[src/rtl/core/antenna_pattern_gain_eval_macros.svh]
// assertion macros for the antenna pattern gain evaluator
// used by the top level, which must provide aclk and aresetn
`ifndef ANTENNA_PATTERN_GAIN_EVAL_MACROS_SVH
`define ANTENNA_PATTERN_GAIN_EVAL_MACROS_SVH

// same-cycle implication, disabled while in reset
`define APG_ASSERT_IMP(name, ante, cons, msg) \
    name: assert property (@(posedge aclk) disable iff (!aresetn) (ante) |-> (cons)) \
        else $error(msg);

// next-cycle implication, disabled while in reset
`define APG_ASSERT_NXT(name, ante, cons, msg) \
    name: assert property (@(posedge aclk) disable iff (!aresetn) (ante) |=> (cons)) \
        else $error(msg);

`endif

[src/rtl/core/apg_pkg.sv]
// shared types, constants and tables for the antenna pattern gain evaluator
// no dependencies
package apg_pkg;

    // vector component width taken from each field
    localparam int VECTOR_WIDTH = 32;

    // register map
    localparam int REG_IDX_W = 3;
    typedef enum logic [REG_IDX_W-1:0] {
        REG_BS_X  = 3'd0,
        REG_BS_Y  = 3'd1,
        REG_BS_Z  = 3'd2,
        REG_PEAK  = 3'd3,
        REG_BW    = 3'd4,
        REG_SIDE  = 3'd5,
        REG_BACK  = 3'd6
    } reg_idx_t;

    // result status codes
    typedef enum logic [1:0] {
        ST_OK          = 2'd0,
        ST_BAD_PATTERN = 2'd1,
        ST_ZERO_LOOK   = 2'd2
    } status_t;

    // register reset values
    localparam logic signed [15:0] PEAK_RESET = 16'sd0;
    localparam logic [15:0]        BW_RESET   = 16'd2560;
    localparam logic signed [15:0] SIDE_RESET = -16'sd5120;
    localparam logic signed [15:0] BACK_RESET = -16'sd7680;

    // pattern limits, degrees and dB in Q8.8
    localparam logic [15:0]        ANGLE_MAX    = 16'd46080;
    localparam logic [15:0]        DEG90_Q8     = 16'd23040;
    localparam logic signed [15:0] SIDELOBE_MAX = -16'sd768;

    // pipeline geometry
    localparam int FRONT_STAGES = 6;
    localparam int SQRT_STAGES  = 32;
    localparam int CORDIC_STEPS = 20;
    localparam int CORDIC_LAT   = CORDIC_STEPS + 2;
    localparam int DIV_STAGES   = 10;
    localparam int PIPE_DEPTH   = FRONT_STAGES + SQRT_STAGES + CORDIC_LAT + 2 + DIV_STAGES;

    // cordic datapath widths
    localparam int CORDIC_W  = 36;
    localparam int ANG_ACC_W = 26;
    localparam logic signed [ANG_ACC_W-1:0] DEG90_Q16 = 26'sd5898240;

    // arctangent of 2^-i in degrees Q16.16
    localparam logic signed [ANG_ACC_W-1:0] ATAN_Q16 [CORDIC_STEPS] = '{
        26'sd2949120, 26'sd1740967, 26'sd919879, 26'sd466945, 26'sd234379,
        26'sd117304,  26'sd58666,   26'sd29335,  26'sd14668,  26'sd7334,
        26'sd3667,    26'sd1833,    26'sd917,    26'sd458,    26'sd229,
        26'sd115,     26'sd57,      26'sd29,     26'sd14,     26'sd7
    };

    // dot product travelling beside the square root
    typedef logic signed [32:0] dot_t;

    // per-stage control
    typedef struct packed {
        logic vld;
        logic zero;
    } ctl_t;

    typedef struct packed {
        logic signed [31:0] look_x;
        logic signed [31:0] look_y;
        logic signed [31:0] look_z;
    } in_t;

    typedef struct packed {
        logic signed [16:0] gain_q8;
        logic [15:0]        off_axis_angle;
        status_t            status;
    } out_t;

endpackage

[src/rtl/core/apg_isqrt.sv]
// pipelined floor square root of a 64-bit value, one result bit per stage
// depends on apg_pkg; carries the dot product alongside
module apg_isqrt (
    input  logic          aclk,
    input  logic          en,
    input  logic [63:0]   rad,
    input  apg_pkg::dot_t dot_in,
    output logic [31:0]   root,
    output apg_pkg::dot_t dot_out
);
    import apg_pkg::*;

    logic [63:0] rem_reg  [SQRT_STAGES];
    logic [31:0] root_reg [SQRT_STAGES];
    dot_t        dot_reg  [SQRT_STAGES];

    logic [63:0] rem_in  [SQRT_STAGES];
    logic [31:0] root_in [SQRT_STAGES];
    dot_t        dot_in_s [SQRT_STAGES];

    // stage inputs
    assign rem_in[0]   = rad;
    assign root_in[0]  = '0;
    assign dot_in_s[0] = dot_in;
    for (genvar k = 1; k < SQRT_STAGES; k++) begin : g_link
        assign rem_in[k]   = rem_reg[k-1];
        assign root_in[k]  = root_reg[k-1];
        assign dot_in_s[k] = dot_reg[k-1];
    end

    // stage k decides bit 31-k: test (root << (i+1)) | (1 << 2i) against remainder
    for (genvar k = 0; k < SQRT_STAGES; k++) begin : g_stage
        localparam int BIT = SQRT_STAGES - 1 - k;
        logic [64:0] trial;
        assign trial = (65'(root_in[k]) << (BIT + 1)) | (65'(1) << (2 * BIT));
        always_ff @(posedge aclk) begin
            if (en) begin
                dot_reg[k] <= dot_in_s[k];
                if (65'(rem_in[k]) >= trial) begin
                    rem_reg[k]  <= 64'(65'(rem_in[k]) - trial);
                    root_reg[k] <= root_in[k] | (32'(1) << BIT);
                end else begin
                    rem_reg[k]  <= rem_in[k];
                    root_reg[k] <= root_in[k];
                end
            end
        end
    end

    assign root    = root_reg[SQRT_STAGES-1];
    assign dot_out = dot_reg[SQRT_STAGES-1];

endmodule

[config.mk]
export PLATFORM = sky130hd
export DESIGN_NAME = apg_isqrt
export DESIGN_NICKNAME = d
export VERILOG_FILES = /design/src/rtl/core/antenna_pattern_gain_eval_macros.svh /design/src/rtl/core/apg_pkg.sv /design/src/rtl/core/apg_isqrt.sv
export SDC_FILE = /design/constraint.sdc
export NUM_CORES = 2
export LEC_CHECK = 0
export CAP_MARGIN = 15
export CORE_MARGIN = 2
export CORE_UTILIZATION = 55
export CTS_BUF_LIST = sky130_fd_sc_hd__clkbuf_2 sky130_fd_sc_hd__clkbuf_4 sky130_fd_sc_hd__clkbuf_8
export DETAILED_ROUTE_END_ITERATION = 16
export DONT_BUFFER_PORTS = 1
export PLACE_DENSITY_LB_ADDON = 0.3
export RECOVER_POWER = 25
export SLEW_MARGIN = 5
export SYNTH_ARGS = -nofsm -noshare
export SYNTH_HDL_FRONTEND = slang
export SYNTH_MEMORY_MAX_BITS = 65536
export SYNTH_SLANG_ARGS = --single-unit
[constraint.sdc]
create_clock -name aclk -period 11.4 [get_ports aclk]
set_clock_uncertainty 0.15 [all_clocks]
set_input_delay 0 -clock aclk [delete_from_list [all_inputs] [get_ports aclk]]
set_output_delay 0 -clock aclk [all_outputs]
set_load 0.01 [all_outputs]
* Word-level counts from Yosys, hierarchy flattened
Memory sizes are Yosys's and may differ from the RTL's. Index checks and enable logic that the tools add are counted.
Storage, ports and cells: word-level logic and storage cells 389, memories kept 3, bits in writable memories 4128, bits of input ports 99, bits in registers 0
Memory list:
- rem_reg | words 32, width 64, rd ports 31, clocked after Yosys merged registers in 0, wr ports 32, RTL line apg_isqrt.sv:13 | logic [63:0] rem_reg [SQRT_STAGES];
- dot_reg | words 32, width 33, rd ports 32, clocked after Yosys merged registers in 0, wr ports 32, RTL line apg_isqrt.sv:15 | dot_t dot_reg [SQRT_STAGES];
- root_reg | words 32, width 32, rd ports 32, clocked after Yosys merged registers in 0, wr ports 32, RTL line apg_isqrt.sv:14 | logic [31:0] root_reg [SQRT_STAGES];
Operators by class: muxes and demuxes 258, add/subtract/negate cells 32, bitwise operators 64, magnitude comparators 32
Operator list (number):
- 2-to-1 mux 64 bit | 32
- 2-to-1 mux 32 bit | 32
- 2-to-1 mux 1 bit | 194
- greater-or-equal comparator 64 x 33 -> 1 bit | 1
- greater-or-equal comparator 64 x 34 -> 1 bit | 1
- greater-or-equal comparator 64 x 35 -> 1 bit | 1
- greater-or-equal comparator 64 x 36 -> 1 bit | 1
- greater-or-equal comparator 64 x 37 -> 1 bit | 1
- greater-or-equal comparator 64 x 38 -> 1 bit | 1
- greater-or-equal comparator 64 x 39 -> 1 bit | 1
- greater-or-equal comparator 64 x 40 -> 1 bit | 1
- greater-or-equal comparator 64 x 41 -> 1 bit | 1
- greater-or-equal comparator 64 x 42 -> 1 bit | 1
- greater-or-equal comparator 64 x 43 -> 1 bit | 1
- greater-or-equal comparator 64 x 44 -> 1 bit | 1
- greater-or-equal comparator 64 x 45 -> 1 bit | 1
- greater-or-equal comparator 64 x 46 -> 1 bit | 1
- greater-or-equal comparator 64 x 47 -> 1 bit | 1
- greater-or-equal comparator 64 x 48 -> 1 bit | 1
- greater-or-equal comparator 64 x 49 -> 1 bit | 1
- greater-or-equal comparator 64 x 50 -> 1 bit | 1
- greater-or-equal comparator 64 x 51 -> 1 bit | 1
- greater-or-equal comparator 64 x 52 -> 1 bit | 1
- greater-or-equal comparator 64 x 53 -> 1 bit | 1
- 44 further kinds | 107

* Logic depth before layout (Yosys ltp)
An unclocked memory read counts as a cell.
word-level depth 6, gate-level depth with buffers 14, mapped depth without buffers 12

* Least setup slack after synthesis
No wires, ideal clock.
path kind reg2reg, start point mem rem_reg[22][46], in the netlist rem_reg[1][430], end point mem rem_reg[23][47], in the netlist rem_reg[1][495] (data pin), cell stages (with the launch flop) 12, library setup time 0.271 ns, arrival 3.578 ns, slack 7.400 ns, clock period less this slack 4.000 ns, path through edfxtp_1 or4_4 or3_4 or4_4 or4_4 or4_1 buf_6 nor4_4 nand4bb_1 buf_2 nor4_1 xor2_1
RTL lines (RTL line):
- start, declared | apg_isqrt.sv:13

==> PnR_summary.wiki <==
{| class="wikitable"
! Metric !! Value
|-
| Count of unique library cells instantiated by Yosys || 91
|-
| Unrepaired setup endpoints after global routing || false
|-
| Initial Utilization || 55.2%
|-
| Count of state elements after synthesis || 3568
|-
| Commonest cells after routing, fill and taps aside || sky130_fd_sc_hd__edfxtp_1, sky130_fd_sc_hd__nand2_1, sky130_fd_sc_hd__inv_1, sky130_fd_sc_hd__o21ai_0, sky130_fd_sc_hd__clkbuf_8
|-
| Vias || 92300
|-
| CP max-delay cell || sky130_fd_sc_hd__buf_16
|-
| Total cell area at the placement stage || 158000 µm²
|-
| Hold path start || dot_reg[1][76]$_DFFE_PP_
|-
| List of cells traversed by the critical path || dlygate4sd3_1, dlygate4sd3_1, buf_16, buf_16, buf_16, buf_16, buf_16, buf_16, nand3b_1, nor4bb_1, and3_1, buf_4, nor3b_1, xor2_1
|-
| Setup-failing EPs final || 0
|-
| Number of buffers added by the clock tree synthesis step || 567
|-
| Global-route congestion overflow total || 0
|-
| Post-synth ARST share || 0%
|-
| Routed WL per cell || 21.9 µm
|-
| Slew HR || 4.45%
|-
| Post-layout instance count excluding filler cells || 15800
|-
| Cell count after placement || 14500
|-
| Final core utilization || 62.0%
|-
| I/O pin cnt || 164
|-
| Total power || 33.9 mW
|-
| Drt drc || 0
|-
| Die Area || 284000 µm²
|-
| Avg Synthesized Cell Area || 14.0 µm²
|-
| Clk buf depth || 4
|-
| Leakage dissipation || 62.8 nW
|-
| Crit Path Class || in2reg
|-
| Flip-flop count of the largest register after layout || 1984
|-
| Level count of the clock H-tree || 6
|-
| Area growth from synthesis to layout || 12.3%
|-
| Number of enable-type register cells in the synthesized netlist || 3568
|-
| Arrival time worst endpoint || 7.36 ns
|-
| Syn. warnings || 0
|-
| Antenna violation net count after detailed routing || 0
|-
| Outcome || completed
|-
| Number of global-route vias before repair || 90900
|-
| Number of cells on the worst reg-to-reg path || 11
|-
| Accumulated negative setup slack || 0 ns
|-
| Critical path required time || 12.05 ns
|-
| Half-perimeter wire length after placement || 240 mm
|-
| Synth Net Count || 11600
|-
| Final RePlAce weighted congestion || 0.957
|-
| Worst Hold Path Cells || 0
|-
| Drt total wl || 346 mm
|-
| Die Y-Extent || 533 µm
|-
| Library cell occupying the most area in the post-synthesis netlist || sky130_fd_sc_hd__edfxtp_1
|-
| FF-to-FF End || rem_reg[1][635]$_DFFE_PP_
|-
| Cell seen most often among critical-path stages || sky130_fd_sc_hd__buf_16
|-
| Count of input and output buffers || 0
|-
| Largest fanout of any net on the critical path || 247
|-
| Kind of capture point of the worst setup path || flip-flop
|-
| Setup Buffers After CTS || 0
|-
| Global router's overall resource usage || 23.8%
|-
| Resized cells post-CTS || 0
|-
| Capture endpoint of the worst hold path || dot_reg[1][109]$_DFFE_PP_
|-
| Startpoint Class || input port
|-
| Hold buffers post-CTS || 296
|-
| Most frequently used flop master after synthesis || sky130_fd_sc_hd__edfxtp_1
|-
| Peak supply drop || 0.000131 V
|-
| Actual transition at the worst max-transition pin || 1.43 ns
|-
| Reg-to-reg startpoint || root_reg[1][263]$_SDFFCE_PN1P_
|-
| Final Worst Setup Slack || 4.69 ns
|-
| Post-Synthesis Cell Area || 154000 µm²
|-
| Final non-filler cell area || 173000 µm²
|-
| Total clock sinks || 3568
|-
| Initial antenna violation count || 18
|-
| CTS tree || built
|-
| Maximum number of pins on one net before global-route repair || 294
|-
| Areal power density over the cells || 196 nW/µm²
|-
| Area of the core || 279000 µm²
|-
| Max cap viols || 0
|-
| Share of layout cells above drive strength 1 || 8.97%
|-
| Worst path bufs/invs || 9
|-
| Final Critical Period || 6.71 ns
|-
| Register-to-register path setup slack || 6.70 ns
|-
| Row count || 194
|-
| Setup slack at placement || 5.42 ns
|-
| Width of the die || 533 µm
|-
| Syn Inst Count || 11000
|-
| Worst hold slack after final layout || 0.223 ns
|-
| Clock latency at the later pin of the worst-skew pair || 1.17 ns
|-
| Type of the most critical hold path || reg2reg
|-
| Number of max-slew violations in the final report || 0
|-
| Vias per inst || 5.84
|-
| Share of the cycle needed by the critical path after routing || 58.9%
|-
| Upper clock frequency limit || 0.149 GHz
|-
| Top Family by Delay on Critical Path || buffers and inverters
|-
| Count of routing violations after the opening detailed-route iteration || 9363
|-
| Sequential cell area fraction in the yosys report || 69.6%
|-
| Hold Violations, Final || 0
|-
| Number of iterations in the first detailed-routing pass || 6
|-
| Global-route wire length before repair || 526 mm
|-
| Clock-pin slew on the worst setup and hold paths || 0.06 ns
|-
| Final #Nets || 12300
|-
| Top post-synthesis cells by area || sky130_fd_sc_hd__edfxtp_1, sky130_fd_sc_hd__ha_1, sky130_fd_sc_hd__xnor2_1
|-
| Leading cell type in the layout, fill and taps excluded || sky130_fd_sc_hd__edfxtp_1
|-
| Critical Path Max Stage Delay || 0.75 ns
|-
| Synth top area share || 69.6%
|-
| Cell at the root of the clock tree || sky130_fd_sc_hd__clkbuf_8
|}
## metal layers
metal	global-route usage [%]	part of all wire, %	vias to the layer above
met2	39.5	48	3503
met3	4.18	6.7	778
met5	0	0	-
li1	-	-	43100
met1	31.4	41	45000
met4	9.53	3.9	0
## cells in the mapped netlist, types with 107 or more instances
master,number
sky130_fd_sc_hd__inv_1,694
sky130_fd_sc_hd__nand3_1,184
sky130_fd_sc_hd__edfxtp_1,3568
sky130_fd_sc_hd__nand4_1,185
sky130_fd_sc_hd__ha_1,558
sky130_fd_sc_hd__nand2_1,781
sky130_fd_sc_hd__nor4_1,360
sky130_fd_sc_hd__nor2_1,520
sky130_fd_sc_hd__nor3_1,298
sky130_fd_sc_hd__o21ai_0,609
sky130_fd_sc_hd__a21o_1,237
sky130_fd_sc_hd__xor2_1,431
sky130_fd_sc_hd__or3_1,107
sky130_fd_sc_hd__a21oi_1,482
sky130_fd_sc_hd__clkbuf_1,224
sky130_fd_sc_hd__xnor2_1,462
## power breakdown
group / leakage (nW) / internal [mW] / total (mW) / switching, mW
clock: 5.91 / 5.80 / 10.9 / 5.07
sequential: 34.5 / 16.3 / 17.3 / 1.09
combinational: 22.4 / 2.30 / 5.70 / 3.40
## cell type report
| type | instances | area (µm²) |
|---|---|---|
| Clock inverter | 247 | 2010 |
| Clock buffer | 752 | 9240 |
| Sequential cell | 3568 | 107000 |
| Tap cell | 3724 | 4660 |
| Inverter | 695 | 2610 |
| Fill cell | 20400 | 106000 |
| Timing Repair Buffer | 344 | 3790 |
| Antenna cell | 14 | 35.0 |
| Multi-Input combinational cell | 6476 | 43300 |
## worst max-delay path by stage
stage | end | start | cells past startpoint
3_3_place_gp | rem_reg[1][510]$_DFFE_PP_ | en | 10
2_1_floorplan | rem_reg[1][495]$_DFFE_PP_ | rem_reg[1][430]$_DFFE_PP_ | 11
5_1_grt | rem_reg[1][375]$_DFFE_PP_ | en | 15
4_1_cts | rem_reg[1][365]$_DFFE_PP_ | en | 13
3_5_place_dp | rem_reg[1][510]$_DFFE_PP_ | en | 10
6_report | rem_reg[1][365]$_DFFE_PP_ | en | 14
## logic make-up after synthesis
group	Yosys count	synth area share [%]
XOR/XNOR	893	5.08
AO/OA/AOI/OAI	1905	7.67
flip-flops	3568	69.6
adder cells (fa/ha/maj)	558	4.54
AND/OR/NAND/NOR	3058	10.4
multiplexers	62	0.445
buffers and inverters	935	2.30
Power figures use the tool's default switching activity.
